==> src/sv/sac_pkg.sv <==
// shared types and constants for the segment access check
`timescale 1ns / 1ps

package sac_pkg;

  // descriptor kind bits
  localparam int unsigned KIND_SEG_BIT  = 4;
  localparam int unsigned KIND_CODE_BIT = 3;
  localparam int unsigned KIND_CE_BIT   = 2;
  localparam int unsigned KIND_RW_BIT   = 1;

  localparam logic [31:0] FLAT_LIMIT  = 32'hffff_ffff;
  localparam logic [31:0] SMALL_UPPER = 32'h0000_ffff;

  localparam logic [7:0] VEC_DEFAULT = 8'd255;
  localparam logic [7:0] VEC_SS      = 8'd12;
  localparam logic [7:0] VEC_GP      = 8'd13;

  typedef enum logic [2:0] {
    SAC_REASON_NONE    = 3'd0,
    SAC_REASON_INVALID = 3'd1,
    SAC_REASON_ABSENT  = 3'd2,
    SAC_REASON_RIGHTS  = 3'd3,
    SAC_REASON_LIMIT   = 3'd4
  } sac_reason_t;

  typedef struct packed {
    logic        desc_valid;
    logic        desc_present;
    logic [4:0]  desc_kind;
    logic        desc_big;
    logic [31:0] seg_limit;
    logic [31:0] seg_base;
    logic [31:0] access_offset;
    logic [4:0]  access_len;
    logic        is_write;
    logic [7:0]  vector_in;
    logic [15:0] error_code_in;
    logic        is_stack_segment;
  } sac_req_t;

  typedef struct packed {
    logic        fault;
    logic [7:0]  fault_vector;
    logic [15:0] fault_error_code;
    sac_reason_t fault_reason;
  } sac_rsp_t;

endpackage

==> src/sv/sac_if.sv <==
// request and response channel interfaces for the segment access check
`timescale 1ns / 1ps

interface sac_req_if;
  logic              valid;
  logic              ready;
  sac_pkg::sac_req_t data;

  modport source (output valid, output data, input ready);
  modport sink (input valid, input data, output ready);
endinterface

interface sac_rsp_if;
  logic              valid;
  logic              ready;
  sac_pkg::sac_rsp_t data;

  modport source (output valid, output data, input ready);
  modport sink (input valid, input data, output ready);
endinterface

==> src/sv/sac_check.sv <==
// combinational fault evaluation for one segment access
`timescale 1ns / 1ps

module sac_check (
  input  sac_pkg::sac_req_t req,
  output sac_pkg::sac_rsp_t rsp
);

  logic [4:0]  last;
  logic [32:0] end_sum;
  logic [31:0] upper;
  logic        is_code;
  logic        is_ce;
  logic        is_rw;
  logic        allowed;
  logic        flat;
  logic        normal_ok;
  logic        expdown_ok;
  logic [7:0]  vec;
  sac_pkg::sac_reason_t reason;

  always_comb begin
    last    = (req.access_len == 5'd0) ? 5'd0 : req.access_len - 5'd1;
    end_sum = {1'b0, req.access_offset} + {28'd0, last};
    upper   = req.desc_big ? sac_pkg::FLAT_LIMIT : sac_pkg::SMALL_UPPER;

    is_code = req.desc_kind[sac_pkg::KIND_CODE_BIT];
    is_ce   = req.desc_kind[sac_pkg::KIND_CE_BIT];
    is_rw   = req.desc_kind[sac_pkg::KIND_RW_BIT];
    allowed = req.is_write ? (!is_code && is_rw) : (!is_code || is_rw);

    flat       = (req.seg_limit == sac_pkg::FLAT_LIMIT) && (req.seg_base == 32'd0);
    normal_ok  = flat || (end_sum <= {1'b0, req.seg_limit});
    expdown_ok = (req.access_offset > req.seg_limit) && (end_sum <= {1'b0, upper});

    if (req.vector_in == sac_pkg::VEC_DEFAULT) begin
      vec = req.is_stack_segment ? sac_pkg::VEC_SS : sac_pkg::VEC_GP;
    end else begin
      vec = req.vector_in;
    end

    if (!req.desc_valid) begin
      reason = sac_pkg::SAC_REASON_INVALID;
    end else if (!req.desc_present) begin
      reason = sac_pkg::SAC_REASON_ABSENT;
    end else if (!req.desc_kind[sac_pkg::KIND_SEG_BIT] || !allowed) begin
      reason = sac_pkg::SAC_REASON_RIGHTS;
    end else if (!is_code && is_ce) begin
      reason = expdown_ok ? sac_pkg::SAC_REASON_NONE : sac_pkg::SAC_REASON_LIMIT;
    end else begin
      reason = normal_ok ? sac_pkg::SAC_REASON_NONE : sac_pkg::SAC_REASON_LIMIT;
    end

    if (reason == sac_pkg::SAC_REASON_NONE) begin
      rsp.fault            = 1'b0;
      rsp.fault_vector     = 8'd0;
      rsp.fault_error_code = 16'd0;
      rsp.fault_reason     = sac_pkg::SAC_REASON_NONE;
    end else begin
      rsp.fault            = 1'b1;
      rsp.fault_vector     = vec;
      rsp.fault_error_code = req.error_code_in;
      rsp.fault_reason     = reason;
    end
  end

endmodule

==> src/sv/segment_access_check.sv <==
// top level of the segment access check
//
//   channel  dir  content
//   in_ch    in   descriptor fields, offset, length, direction, vector, error code
//   out_ch   out  fault flag, vector, error code, reason
//
// one transfer per cycle sustained on both channels while out_ch.ready stays high
// a request passes through the input register, then the result register
// check logic sits between the two registers; in_ch.ready follows out_ch.ready combinationally
// reset clears both valid flags; payload registers are not reset
// a stalled result holds its register while the input register still takes one more item
`timescale 1ns / 1ps

module segment_access_check (
  input logic         clk,
  input logic         rst_n,
  sac_req_if.sink     in_ch,
  sac_rsp_if.source   out_ch
);

  logic              s1_valid_r;
  logic              s1_valid_nxt;
  sac_pkg::sac_req_t s1_req_r;
  logic              out_valid_r;
  logic              out_valid_nxt;
  sac_pkg::sac_rsp_t out_rsp_r;
  sac_pkg::sac_rsp_t chk_rsp;
  logic              s1_adv;
  logic              in_xfer;

  sac_check u_check (
    .req (s1_req_r),
    .rsp (chk_rsp)
  );

  assign s1_adv       = s1_valid_r && (!out_valid_r || out_ch.ready);
  assign in_ch.ready  = !s1_valid_r || s1_adv;
  assign in_xfer      = in_ch.valid && in_ch.ready;
  assign out_ch.valid = out_valid_r;
  assign out_ch.data  = out_rsp_r;

  always_comb begin
    s1_valid_nxt  = in_xfer ? 1'b1 : (s1_adv ? 1'b0 : s1_valid_r);
    out_valid_nxt = s1_adv ? 1'b1 : ((out_valid_r && out_ch.ready) ? 1'b0 : out_valid_r);
  end

  always_ff @(posedge clk) begin
    if (!rst_n) begin
      s1_valid_r  <= 1'b0;
      out_valid_r <= 1'b0;
    end else begin
      s1_valid_r  <= s1_valid_nxt;
      out_valid_r <= out_valid_nxt;
    end
  end

  always_ff @(posedge clk) begin
    if (in_xfer) begin
      s1_req_r <= in_ch.data;
    end
    if (s1_adv) begin
      out_rsp_r <= chk_rsp;
    end
  end

`ifndef SYNTHESIS
  a_in_xfer_loads: assert property (@(posedge clk) disable iff (!rst_n)
    in_xfer |=> s1_valid_r)
    else $error("accepted request not held in input register");

  a_adv_loads_out: assert property (@(posedge clk) disable iff (!rst_n)
    s1_adv |=> out_valid_r)
    else $error("checked request did not reach result register");

  a_fault_matches_reason: assert property (@(posedge clk) disable iff (!rst_n)
    out_valid_r |-> (out_rsp_r.fault == (out_rsp_r.fault_reason != sac_pkg::SAC_REASON_NONE)))
    else $error("fault flag disagrees with reason");

  a_clean_no_fault: assert property (@(posedge clk) disable iff (!rst_n)
    (out_valid_r && !out_rsp_r.fault) |->
      (out_rsp_r.fault_vector == 8'd0 && out_rsp_r.fault_error_code == 16'd0))
    else $error("non-faulting result carries vector or error code");
`endif

endmodule
==> src/flat_wrapper.sv <==
// flat-port wrapper written by rule: the top's interface ports become plain ports
module segment_access_check_flat 
  (clk, rst_n, in_ch_valid, in_ch_data, in_ch_ready, out_ch_valid, out_ch_data, out_ch_ready);
  sac_req_if in_ch_i ();
  sac_rsp_if out_ch_i ();
  input logic clk;
  input logic rst_n;
  input wire logic [$bits(in_ch_i.valid)-1:0] in_ch_valid;
  input wire logic [$bits(in_ch_i.data)-1:0] in_ch_data;
  output wire logic [$bits(in_ch_i.ready)-1:0] in_ch_ready;
  output wire logic [$bits(out_ch_i.valid)-1:0] out_ch_valid;
  output wire logic [$bits(out_ch_i.data)-1:0] out_ch_data;
  input wire logic [$bits(out_ch_i.ready)-1:0] out_ch_ready;
  assign in_ch_i.valid = in_ch_valid;
  assign in_ch_i.data = in_ch_data;
  assign in_ch_ready = in_ch_i.ready;
  assign out_ch_valid = out_ch_i.valid;
  assign out_ch_data = out_ch_i.data;
  assign out_ch_i.ready = out_ch_ready;
  segment_access_check u_core (.clk(clk), .rst_n(rst_n), .in_ch(in_ch_i), .out_ch(out_ch_i));
endmodule
==> config.mk <==
export PLATFORM = sky130hd
export DESIGN_NAME = segment_access_check_flat
export DESIGN_NICKNAME = d
export VERILOG_FILES = /design/src/sv/sac_pkg.sv /design/src/sv/sac_if.sv /design/src/sv/sac_check.sv /design/src/sv/segment_access_check.sv /design/src/flat_wrapper.sv
export SDC_FILE = /design/constraint.sdc
export NUM_CORES = 1
export LEC_CHECK = 0
export ABC_AREA = 0
export BUFFER_PORTS_ARGS = -buffer_cell sky130_fd_sc_hd__buf_2
export CORE_MARGIN = 3
export CORE_UTILIZATION = 60
export CTS_CLUSTER_SIZE = 40
export DETAILED_ROUTE_END_ITERATION = 10
export GPL_TIMING_DRIVEN = 0
export MAX_ROUTING_LAYER = met4
export PLACE_DENSITY = 0.83
export SLEW_MARGIN = 30
export SYNTH_ARGS = -nofsm -noshare
export SYNTH_HDL_FRONTEND = slang
export SYNTH_HIERARCHICAL = 1
export SYNTH_SLANG_ARGS = --single-unit
==> constraint.sdc <==
create_clock -name clk -period 16.4 [get_ports clk]
set_input_delay 3.28 -clock clk [delete_from_list [all_inputs] [get_ports clk]]
set_output_delay 3.28 -clock clk [all_outputs]
set_load 0.03 [all_outputs]
**Word-level counts from Yosys, hierarchy flattened**

Cells that the tools add are included.

- Logic and storage cells: 63
- Bits in registers: 165
- Bits of input ports: 139
- Output and inout bits: 30

- Add/sub/neg operators: 2
- Equality and inequality tests: 2
- Muxes and demuxes: 16
- Magnitude comparators: 3
- Reductions and logical operators: 22

Operator list:

| operator | number |
|---|---|
| <= comparator 33 x 32 -> 1 bit | 2 |
| adder 32 x 5 -> 33 bit | 1 |
| == test 32 bit, second input constant | 1 |
| > comparator 32 bit | 1 |
| zero test 32 bit | 1 |
| 2-to-1 mux 32 bit | 1 |
| 2-to-1 mux 28 bit | 1 |
| 2-to-1 mux 3 bit | 6 |
| == test 8 bit, second input constant | 1 |
| 2-to-1 mux 8 bit | 1 |
| logical AND 1 bit | 7 |
| 2-to-1 mux 1 bit | 6 |
| zero test 1 bit | 5 |
| zero test 5 bit | 1 |
| logical OR 1 bit | 5 |
| 2-to-1 mux 5 bit | 1 |
| subtractor 5 x 1 -> 5 bit, second input constant | 1 |
| nonzero test 2 bit | 2 |
| zero test 3 bit | 1 |

**Longest topological paths before layout**

- Word-level depth: 12
- Gate-level depth with buffers: 22
- Gate-level depth less buffers: 21

**Hierarchy**

The synthesis kept the hierarchy.

By module, submodules not included:

| module | area an instance (um^2) | cells each | instances |
|---|---|---|---|
| segment_access_check | 4998.5 | 172 | 1 |
| sac_check | 3450.8 | 479 | 1 |

**Least setup slack after synthesis**

Ideal clock, no wire load.

- Path type: input -> register
- From: in out_ch_ready
- To: reg u_core/s1_req_r[0] in the netlist's numbering, enable pin
- Library setup time: 0.674 ns
- Slack: 5.885 ns
- Cell stages on the path: 2
- Path buffers: 0
- Required time: 15.726 ns
- Arrival time: 9.841 ns
- Cells stage by stage: nor2b_4 > a21oi_1

- Word-level cells in the longest chain between the ends: 4

RTL lines:

| element | RTL line | text |
|---|---|---|
| start: declaration | flat_wrapper.sv:13 | `input wire logic [$bits(out_ch_i.ready)-1:0] out_ch_ready;` |
| logical OR 1 bit | segment_access_check.sv:36 | `assign s1_adv = s1_valid_r && (!out_valid_r \|\| out_ch.ready);` |
| logical AND 1 bit | segment_access_check.sv:36 |  |
| logical OR 1 bit | segment_access_check.sv:37 | `assign in_ch.ready = !s1_valid_r \|\| s1_adv;` |
| logical AND 1 bit | segment_access_check.sv:38 | `assign in_xfer = in_ch.valid && in_ch.ready;` |
| net u_core.in_xfer | segment_access_check.sv:29 | `logic in_xfer;` |
| end signal: assignment | segment_access_check.sv:59 | `s1_req_r <= in_ch.data;` |
| end: declaration | segment_access_check.sv:23 | `sac_pkg::sac_req_t s1_req_r;` |

The timed path passes the listed nets, and every way through them passes these cells.
A chain may end at the register's enable or synchronous reset.

**Worst setup path after layout**

- From: in out_ch_ready
- To: out in_ch_ready

- Word-level cells in the longest chain between the ends: 3

RTL lines:

| element | RTL line | text |
|---|---|---|
| logical OR 1 bit | segment_access_check.sv:36 |  |
| logical AND 1 bit | segment_access_check.sv:36 |  |
| logical OR 1 bit | segment_access_check.sv:37 |  |
| end: declaration | flat_wrapper.sv:10 | `output wire logic [$bits(in_ch_i.ready)-1:0] in_ch_ready;` |

No other way between the ends.

==> metrics.txt <==
status=finished clean; Max Cap Viol=0; DP HPWL=15100 µm; first-pass GRT wire length=32500 µm; syn nets=876; layout cells sized above 1=0.281; full die area=roughly 15000 µm²; fin crit period=approximately 7 ns; slowest CP cell=buf_2; drt drc=0; mapped cell area=8420 µm²; Hold/Removal Path Class=flip-flop to flip-flop; final-report setup violation count=0; most frequent cells in the layout=buf_2 (167), edfxtp_1 (162), ha_1 (86); PwrDens=104 nW/µm²; largest net degree at the start of global routing=27; Crit path required time=13.12 ns; commonest non-fill, non-tap cell in the layout=buf_2; CTS tree=done; vias=6198; Initial Util=0.623; Clk pwr share=0.394; Placeable Area=13500 µm²; Crit. End Element=output port; GRT Overall Usage=0.273; CTS root buffer=clkbuf_16; Pre-antenna DRT Iters=6; Lkg Pwr=4.38 nW; total wire length=20200 µm; PortBufs=167; sw frac=0.247; vias per cell=6.00; PostCTS Resize Cnt=0; Die Y=124 µm; Placement Cell Area=9680 µm²; Worst-path clk slew=0.06 ns; Max Clk Rate=between 100 and 150 MHz; CP cell instances=buf_2, nand3b_4, buf_2; Worst Skew=0.00884 ns; initial antenna violation count=0; grt ovf=0; antenna fix cells=0; DRT iter0 DRCs=589; overall power=1.07 mW; row count=42; Area growth syn-to-layout=22.4%; Crit path buffers/inverters=2; Reg power frac=0.472; CTS Hold Bufs=0; Final Cycle Share=0.428; most frequent CP cell=buf_2; Fin. Hold Viols=0; final instance area=10300 µm²; Placer Congestion=0.869; Post-Synthesis Cells=650; H-tree depth=4; Final TNS setup=0 ns; CP arrival=~3.7 ns; Clock Latency Late Sink=0.43 ns; Crit path max-delay family=buffers and inverters; internal power=0.806 mW; Die X=124 µm; Max Slew Vio Count=0; net load switching power=0.264 mW; CP Class=primary input to output port; Setup Fix Bufs, Post-CTS=0; total CTS buffers=17; vias in the first global route=around 6400; Crit path largest cell delay=0.18 ns; clk sinks=approximately 160; peak supply drop=0.0000773 V; Slew headroom=0.366; worst slew pin tran=0.942 ns; Avg Inst Size Synth=13.0 µm²; RSZ-0062 raised after global routing=false; Max FO, Critical Path=2; DR WL/cell=between 15 and 20 µm; Synthesis Warnings=6; Final #Nets=between 1000 and 1500; Startpoint Class=primary input; Fin Hold WS=0.541 ns; I/O Pins=169; Clock Path Buffers=2; Antenna Nets Post-Route=0; logic gate share of total power=0.135
==> worst register-to-register path, stage by stage (launching register included) <==
cell       delay [ns]
edfxtp_1         0.40
inv_1            0.08
ha_1             0.18
nand2b_1         0.09
nor3_1           0.21
nor2_1           0.12
ha_1             0.29
a21oi_1          0.23
o21ai_1          0.11
a21oi_1          0.46
nor2_1           0.29
and3_1           0.27
and3_1           0.19
xor2_1           0.16
ha_1             0.31
nand4_1          0.15
nor4_1           0.49
and4_1           0.33
o2111ai_2        0.21
a211oi_4         0.60
buf_6            0.26
o31ai_2          0.09
==> layout make-up <==
cell class / instances / area [µm²]
inverters: 43 / 161
plain buffers: 9 / 56.3
repair buffers: 175 / 1020
multi-input cells: 434 / 3320
flip-flops and latches: 164 / 4900
clock inverters: 15 / 200
clock buffers: 17 / 425
fillers: 829 / 3200
well taps: 176 / 220
==> power by group through the flow <==
stage / Combinational [mW] / Sequential [mW] / Clock [mW]
final: 0.144 / 0.505 / 0.421
after global routing: 0.158 / 0.507 / 0.446
after CTS: 0.143 / 0.505 / 0.428
after detailed placement: 0.140 / 0.513 / 0
after global placement: 0.125 / 0.517 / 0
after floorplan: 0.0802 / 0.521 / 0
==> final timing paths <==
kind         slack, ns                 from                     end  depth (start not counted)
max               9.38         out_ch_ready             in_ch_ready                          3
min               0.54  u_core/out_ch.valid       u_core/s1_valid_r                          2
max reg2reg      10.62  u_core/s1_req_r[26]  u_core/out_ch.data[12]                         21
min reg2reg       0.54  u_core/out_ch.valid       u_core/s1_valid_r                          2
==> layer usage <==
metal / wire length (µm) / vias to the layer above / global-route usage
met5: 0 / - / -
met2: 10500 / 317 / 0.467
met1: 7990 / 2948 / 0.324
met3: 1260 / 44 / 0.0617
li1: - / 2889 / -
met4: 469 / 0 / 0.0812
==> state kept, by name, summed over array words and instances, names as in the netlist <==
register and count:
u_core/out_ch.data 28, u_core/s1_valid_r 1, u_core/s1_req_r 134, u_core/out_ch.valid 1
==> through the flow <==
stage / setup WS (ns) / utilization / cells
5_1_grt: 9.36 / 0.763 / 1033
2_1_floorplan: 5.94 / - / 650
3_5_place_dp: 9.38 / 0.717 / 1001
6_report: 9.38 / 0.763 / 1033
3_3_place_gp: 3.95 / 0.702 / 993
4_1_cts: 9.38 / 0.763 / 1033
(Power assumes the default switching activity.)
